<file path="src/hdl/csi_pkg.sv">
`timescale 1ns / 1ps
// ----------------------------------------------------------------------------
// csi_pkg
// Shared constants and the arctangent table for the circle/segment hit test.
// ----------------------------------------------------------------------------
package csi_pkg;

  localparam int ANGLE_W    = 16;
  localparam int SCALE_W    = 16;
  localparam int SCALE_FRAC = 8;
  localparam int U_FRAC     = 30;
  localparam int U_W        = 34;
  localparam int Z_W        = 34;

  localparam logic signed [U_W-1:0] CORDIC_K = 34'sd652032874;

  // arctan(2^-i) in units of 2^32 per turn
  function automatic logic signed [Z_W-1:0] atan_turn(input int unsigned i);
    logic signed [Z_W-1:0] v;
    unique case (i)
      0:  v = 34'sd536870912;
      1:  v = 34'sd316933406;
      2:  v = 34'sd167458907;
      3:  v = 34'sd85004756;
      4:  v = 34'sd42667331;
      5:  v = 34'sd21354465;
      6:  v = 34'sd10679838;
      7:  v = 34'sd5340245;
      8:  v = 34'sd2670163;
      9:  v = 34'sd1335087;
      10: v = 34'sd667544;
      11: v = 34'sd333772;
      12: v = 34'sd166886;
      13: v = 34'sd83443;
      14: v = 34'sd41722;
      15: v = 34'sd20861;
      16: v = 34'sd10430;
      17: v = 34'sd5215;
      18: v = 34'sd2608;
      19: v = 34'sd1304;
      20: v = 34'sd652;
      21: v = 34'sd326;
      22: v = 34'sd163;
      23: v = 34'sd81;
      default: v = '0;
    endcase
    return v;
  endfunction

endpackage

</file>
<file path="src/hdl/csi_cordic.sv">
`timescale 1ns / 1ps
// ----------------------------------------------------------------------------
// csi_cordic
// Pipelined rotation CORDIC: binary angle to Q1.30 unit direction, one
// iteration per stage, with a side payload carried alongside.
// ----------------------------------------------------------------------------
module csi_cordic #(
  parameter int STAGES = 16,
  parameter int SIDE_W = 8
) (
  input  logic                                clk,
  input  logic                                rst,
  input  logic                                en,
  input  logic                                in_valid,
  input  logic [csi_pkg::ANGLE_W-1:0]         in_angle,
  input  logic [SIDE_W-1:0]                   in_side,
  output logic                                out_valid,
  output logic signed [csi_pkg::U_W-1:0]      ux,
  output logic signed [csi_pkg::U_W-1:0]      uy,
  output logic [SIDE_W-1:0]                   out_side
);

  logic signed [csi_pkg::U_W-1:0] xs [0:STAGES];
  logic signed [csi_pkg::U_W-1:0] ys [0:STAGES];
  logic signed [csi_pkg::Z_W-1:0] zs [0:STAGES];
  logic                           flip [0:STAGES];
  logic                           vld [0:STAGES];
  logic [SIDE_W-1:0]              side [0:STAGES];

  logic                        fold;
  logic [csi_pkg::ANGLE_W-1:0] ang_f;

  // fold into [-90, 90) degrees; negate the result later
  assign fold  = in_angle[csi_pkg::ANGLE_W-1] ^ in_angle[csi_pkg::ANGLE_W-2];
  assign ang_f = {in_angle[csi_pkg::ANGLE_W-1] ^ fold, in_angle[csi_pkg::ANGLE_W-2:0]};

  always_ff @(posedge clk) begin
    if (rst) begin
      vld[0] <= 1'b0;
    end else if (en) begin
      vld[0] <= in_valid;
    end
    if (en) begin
      xs[0]   <= csi_pkg::CORDIC_K;
      ys[0]   <= '0;
      zs[0]   <= {{(csi_pkg::Z_W-32){ang_f[csi_pkg::ANGLE_W-1]}}, ang_f, 16'b0};
      flip[0] <= fold;
      side[0] <= in_side;
    end
  end

  for (genvar i = 0; i < STAGES; i++) begin : g_stage
    logic signed [csi_pkg::U_W-1:0] dx, dy;
    assign dx = ys[i] >>> i;
    assign dy = xs[i] >>> i;

    always_ff @(posedge clk) begin
      if (rst) begin
        vld[i+1] <= 1'b0;
      end else if (en) begin
        vld[i+1] <= vld[i];
      end
      if (en) begin
        if (!zs[i][csi_pkg::Z_W-1]) begin
          xs[i+1] <= xs[i] - dx;
          ys[i+1] <= ys[i] + dy;
          zs[i+1] <= zs[i] - csi_pkg::atan_turn(i);
        end else begin
          xs[i+1] <= xs[i] + dx;
          ys[i+1] <= ys[i] - dy;
          zs[i+1] <= zs[i] + csi_pkg::atan_turn(i);
        end
        flip[i+1] <= flip[i];
        side[i+1] <= side[i];
      end
    end
  end

  always_ff @(posedge clk) begin
    if (rst) begin
      out_valid <= 1'b0;
    end else if (en) begin
      out_valid <= vld[STAGES];
    end
    if (en) begin
      ux       <= flip[STAGES] ? -xs[STAGES] : xs[STAGES];
      uy       <= flip[STAGES] ? -ys[STAGES] : ys[STAGES];
      out_side <= side[STAGES];
    end
  end

endmodule

</file>
<file path="config.mk">
export PLATFORM = sky130hd
export DESIGN_NAME = csi_cordic
export DESIGN_NICKNAME = d
export VERILOG_FILES = /design/src/hdl/csi_pkg.sv /design/src/hdl/csi_cordic.sv
export SDC_FILE = /design/constraint.sdc
export NUM_CORES = 2
export LEC_CHECK = 0
export BUFFER_PORTS_ARGS = -buffer_cell sky130_fd_sc_hd__buf_2
export CORE_ASPECT_RATIO = 1.2
export CORE_MARGIN = 5
export CORE_UTILIZATION = 49
export CTS_CLUSTER_SIZE = 20
export DETAILED_ROUTE_END_ITERATION = 8
export GPL_TIMING_DRIVEN = 0
export PLACE_DENSITY = 0.67
export SLEW_MARGIN = 10
export SYNTH_ARGS = -nofsm -noshare
export SYNTH_HDL_FRONTEND = slang
export SYNTH_SLANG_ARGS = --single-unit
</file>
<file path="constraint.sdc">
create_clock -name clk -period 10.2 [get_ports clk]
set_input_delay 2.04 -clock clk [delete_from_list [all_inputs] [get_ports clk]]
set_output_delay 2.04 -clock clk [all_outputs]
set_load 0.05 [all_outputs]
</file>
# Word-level counts from Yosys, hierarchy flattened

Memory sizes are Yosys's and may differ from the RTL's. A register that Yosys moved wholly into a read port is not among the register bits.
Cells that the tools add are included.

Add/sub/neg operators: 97
Multiplexer cells: 169
Bitwise operators: 67

Operator list:

| cell             | count |
|---|---|
| $mux W34         | 50 |
| $mux W1          | 119 |
| $add A34 B19 Y34 | 2 |
| $add A34 B20 Y34 | 2 |
| $add A34 B21 Y34 | 2 |
| $add A34 B22 Y34 | 2 |
| $add A34 B23 Y34 | 2 |
| $add A34 B24 Y34 | 2 |
| $add A34 B25 Y34 | 2 |
| $add A34 B26 Y34 | 2 |
| $add A34 B27 Y34 | 2 |
| $add A34 B28 Y34 | 2 |
| $add A34 B29 Y34 | 2 |
| $add A34 B30 Y34 | 2 |
| $add A34 B31 Y34 | 2 |
| $add A34 B32 Y34 | 2 |
| $add A34 B33 Y34 | 2 |
| $neg A34 Y34     | 2 |
| $sub A34 B19 Y34 | 2 |
| $sub A34 B20 Y34 | 2 |
| $sub A34 B21 Y34 | 2 |
| $sub A34 B22 Y34 | 2 |
| $sub A34 B23 Y34 | 2 |
| $sub A34 B24 Y34 | 2 |
| other kinds (45) | 120 |

Register bits: 68
Memory bits (writable): 1904
Input port bits: 28
Output and inout bits: 77
Word-level logic and storage cells: 341
Memories: 6

Memory list:

| name | words | bits a word | rd ports | clocked after memory_dff | wr ports | RTL line         | RTL |
|---|---|---|---|---|---|---|---|
| xs   | 17    | 34          | 17       | 0                        | 17       | csi_cordic.sv:23 | `logic signed [csi_pkg::U_W-1:0] xs [0:STAGES];` |
| ys   | 17    | 34          | 17       | 0                        | 17       | csi_cordic.sv:24 | `logic signed [csi_pkg::U_W-1:0] ys [0:STAGES];` |
| zs   | 17    | 34          | 16       | 0                        | 17       | csi_cordic.sv:25 | `logic signed [csi_pkg::Z_W-1:0] zs [0:STAGES];` |
| side | 17    | 8           | 17       | 1                        | 17       | csi_cordic.sv:28 | `logic [SIDE_W-1:0] side [0:STAGES];` |
| flip | 17    | 1           | 17       | 0                        | 17       | csi_cordic.sv:26 | `logic flip [0:STAGES];` |
| vld  | 17    | 1           | 17       | 1                        | 17       | csi_cordic.sv:27 | `logic vld [0:STAGES];` |

# Longest topological paths before layout

Depth in word-level cells: 4
Depth in mapped cells: 22
Gate-level depth less buffers: 22

# Least setup slack after synthesis

OpenSTA, ideal clock, no wires.

Path kind: in2reg
From: input port en
To: memory xs[5][32] in the netlist's numbering (data pin)
Library setup time: 266 ps
Arrival: 6576 ps
Data required time: 9934 ps
Path slack: 3358 ps
Stages on the path: 17
Path buffers: 4
Path through: clkbuf_1 clkbuf_1 nand2_1 clkbuf_1 clkbuf_1 o21ai_0 fa_1 a21o_1 a21oi_1 o21ai_0 a221oi_1 a211oi_1 a221oi_1 o21ai_1 a2111oi_0 nor3_1 xor2_1

RTL lines:

| what            | RTL line         | RTL |
|---|---|---|
| start, declared | csi_cordic.sv:13 | `input logic en,` |
| end, declared   | csi_cordic.sv:23 |  |

==> metrics.cfg <==
[synthesis]
yosysMostFrequentCell = edfxtp_1
avgSynthCellArea_sq_um = 9.95
synth_cell_types = 101
synthFlopType = edfxtp_1
ys_top_cells_by_count = 1,691 x edfxtp_1, 1,379 x ha_1, 1,261 x a21oi_1
ys_ff_latch = 1692
synth_top_area_cell = edfxtp_1
yosys_warnings = 0
synth_top_cells_by_area = edfxtp_1 39%, ha_1 13%, xnor2_1 8.1%
synth_fp_nets = 14638
synth_area_sq_mm = 0.131
yosysSeqAreaShare = 0.387
synthArstFlopShare = 0
synth_top_area_frac = 0.387
synth-edff-count = 1691
synth_cells = 13189

[status]
status = complete, no violations

[setup_path]
cp.required_ns = 10.78
cp_data_arrival_time_ns = 9.97
reg2reg_depth = 17
crit_type = in -> reg
endpoint_kind = register
cp_max_fo = 32
cp-start-kind = input pin

[worst_hold_path]
worstHoldPathCells = 0
hold_class = reg -> reg

[global_route]
grt_usage = 0.233
first_global_vias = 97327
grt_antenna_before_repair = 7
grt_max_degree = 114
grt_remaining_overflow = 0
grt_pass1_wl_mm = 523

[floorplanning]
num_rows = 208
ios = 105
coreArea_sq_mm = 0.267
initial_core_util = 0.491
die_h_microns = 577
die-width_microns = 482
die_area_sq_mm = 0.278

[sta]
relSlewSlack = 0.124
period_share = 0.920
clock.fmax_mhz = 107
rsz0062_at_grt = no
hold_viol = 0
fin_crit_ns = 9.39
finalMaxSlewViolations = 0
worst_pin_slew_ns = 1.31
setup_violations = 0
fin_skew_ns = 0.0953

[drt]
wl_per_cell_microns = 19.3
vias = 100486
post_drt_via_cell_ratio = 5.83
ant_nets = 0
drtIter0Drc = 6342
first_pass_iters = 8
route.detailed.drc = 0
routed_wl_mm = 333

[clock_network]
clkSinkCount = 1692
h-tree-depth = 4
clock_latency_ns = 0.90
post_cts_resized = 0
path_clk_slew_ns = 0.06
cts_tree = yes
cts_setup_buffers = 0
cts-root-buf = clkbuf_16
cts_buffers = 193
clock_path_buffers = 4
cts_hold_buf = 0

[placed_design]
dp_hpwl_mm = 268
io_buffers = 104
dpl-instance-area_sq_mm = 0.137
place.gp.congestion = 0.946

[final_layout]
seqCellArea_sq_mm = 0.0508
syn2layout_area_growth_pct = 9.02
fillers = 24095
multi_input_area_sq_mm = 0.0778
drive_above_1_share = 0.0453
final_cell_area_sq_mm = 0.143
final_nets = 14962

[job]
drv_cap = 0

## placed cells by master (no fill, tap or decap), types with 231 or more instances in the layout
cell      netlist  routed
a21oi_1      1261    1261
nand2b_1      231     231
o21ai_0       725     725
ha_1         1379    1379
nor3_1        292     292
xnor2_1      1221    1221
edfxtp_1     1691    1691
xor2_1        649     649
a21o_1        667     667
nor2_1        995     995
nand2_1       743     743
inv_1         491     491
## cells by family (layout without fill, tap and decap cells)
| logic type | after synthesis | in the layout | synth area share |
|---|---|---|---|
| buffers and inverters | 720 | 1192 | 0.0206 |
| AO/OA/AOI/OAI | 4012 | 4012 | 0.196 |
| flip-flops | 1692 | 1692 | 0.387 |
| AND/OR/NAND/NOR | 3373 | 3373 | 0.126 |
| adder cells (fa/ha/maj) | 1421 | 1421 | 0.138 |
| multiplexers | 100 | 100 | 0.00808 |
| XOR/XNOR | 1871 | 1871 | 0.125 |
| other | 0 | 4 | 0 |
## stage by stage
| step | hold WS [ns] | instances | setup slack [ns] | setup TNS (ns) | util |
|---|---|---|---|---|---|
| floorplan | 0.400 | 13189 | 3.36 | 0 | - |
| global placement | 0.401 | 16863 | -4.71 | -6584.45 | 0.510 |
| detailed placement | 0.405 | 16888 | 0.00505 | 0 | 0.512 |
| CTS | 0.380 | 17231 | 0.901 | 0 | 0.535 |
| global route | 0.376 | 17233 | 0.569 | 0 | 0.535 |
| finish | 0.384 | 17235 | 0.814 | 0 | 0.535 |
## metal layers
layer	part of all wire	track usage	wire length, microns	vias to the layer above
met2	0.52	0.440	173000	2164
met5	0.000054	0	18	-
met3	0.036	0.0228	11900	791
met4	0.058	0.120	19400	2
met1	0.39	0.256	129000	47519
li1	-	-	-	50010
## state kept, by name, indices dropped and copies added (netlist names)
| register | count |
|---|---|
| ys | 511 |
| xs | 484 |
| zs | 450 |
| side | 136 |
| ux | 34 |
| uy | 34 |
| flip | 17 |
| vld | 17 |
| out_side | 8 |
| out_valid | 1 |
## critical path: stages
cell and delay [ns]:
buf_8 0.29, clkbuf_1 0.80, clkbuf_1 0.75, nand2_1 0.71, inv_1 0.24, clkbuf_1 0.52, buf_2 0.72, nor2_1 0.11
xor2_1 0.17, ha_1 0.32, a21o_1 0.20, a21oi_1 0.27, o21ai_0 0.15, a221oi_1 0.53, a211oi_1 0.24, a221oi_1 0.64
o21ai_1 0.32, a2111oi_0 0.54, nor3_1 0.12, xor2_1 0.15
## final timing paths
check                                start    endpoint  slack (ns)
worst max register to register   zs[7][33]   ys[8][33]        3.83
worst min-delay path            side[6][6]  side[7][6]        0.38
worst min register to register  side[6][6]  side[7][6]        0.38
worst max-delay path                    en   xs[7][30]        0.81
## area by class of cell
cell class                      count  share of cell area
Clock buffer                      232              0.0352
Multi-Input combinational cell  10777               0.543
Timing Repair Buffer              129             0.00810
Inverter                          497              0.0130
Buffer                            223             0.00646
Antenna cell                        4           0.0000699
Sequential cell                  1692               0.355
Tap cell                         3570              0.0312
Clock inverter                    111             0.00755
Power is not shown: default switching activity piles up to over one toggle a cycle in this logic, so the estimate is an artifact.
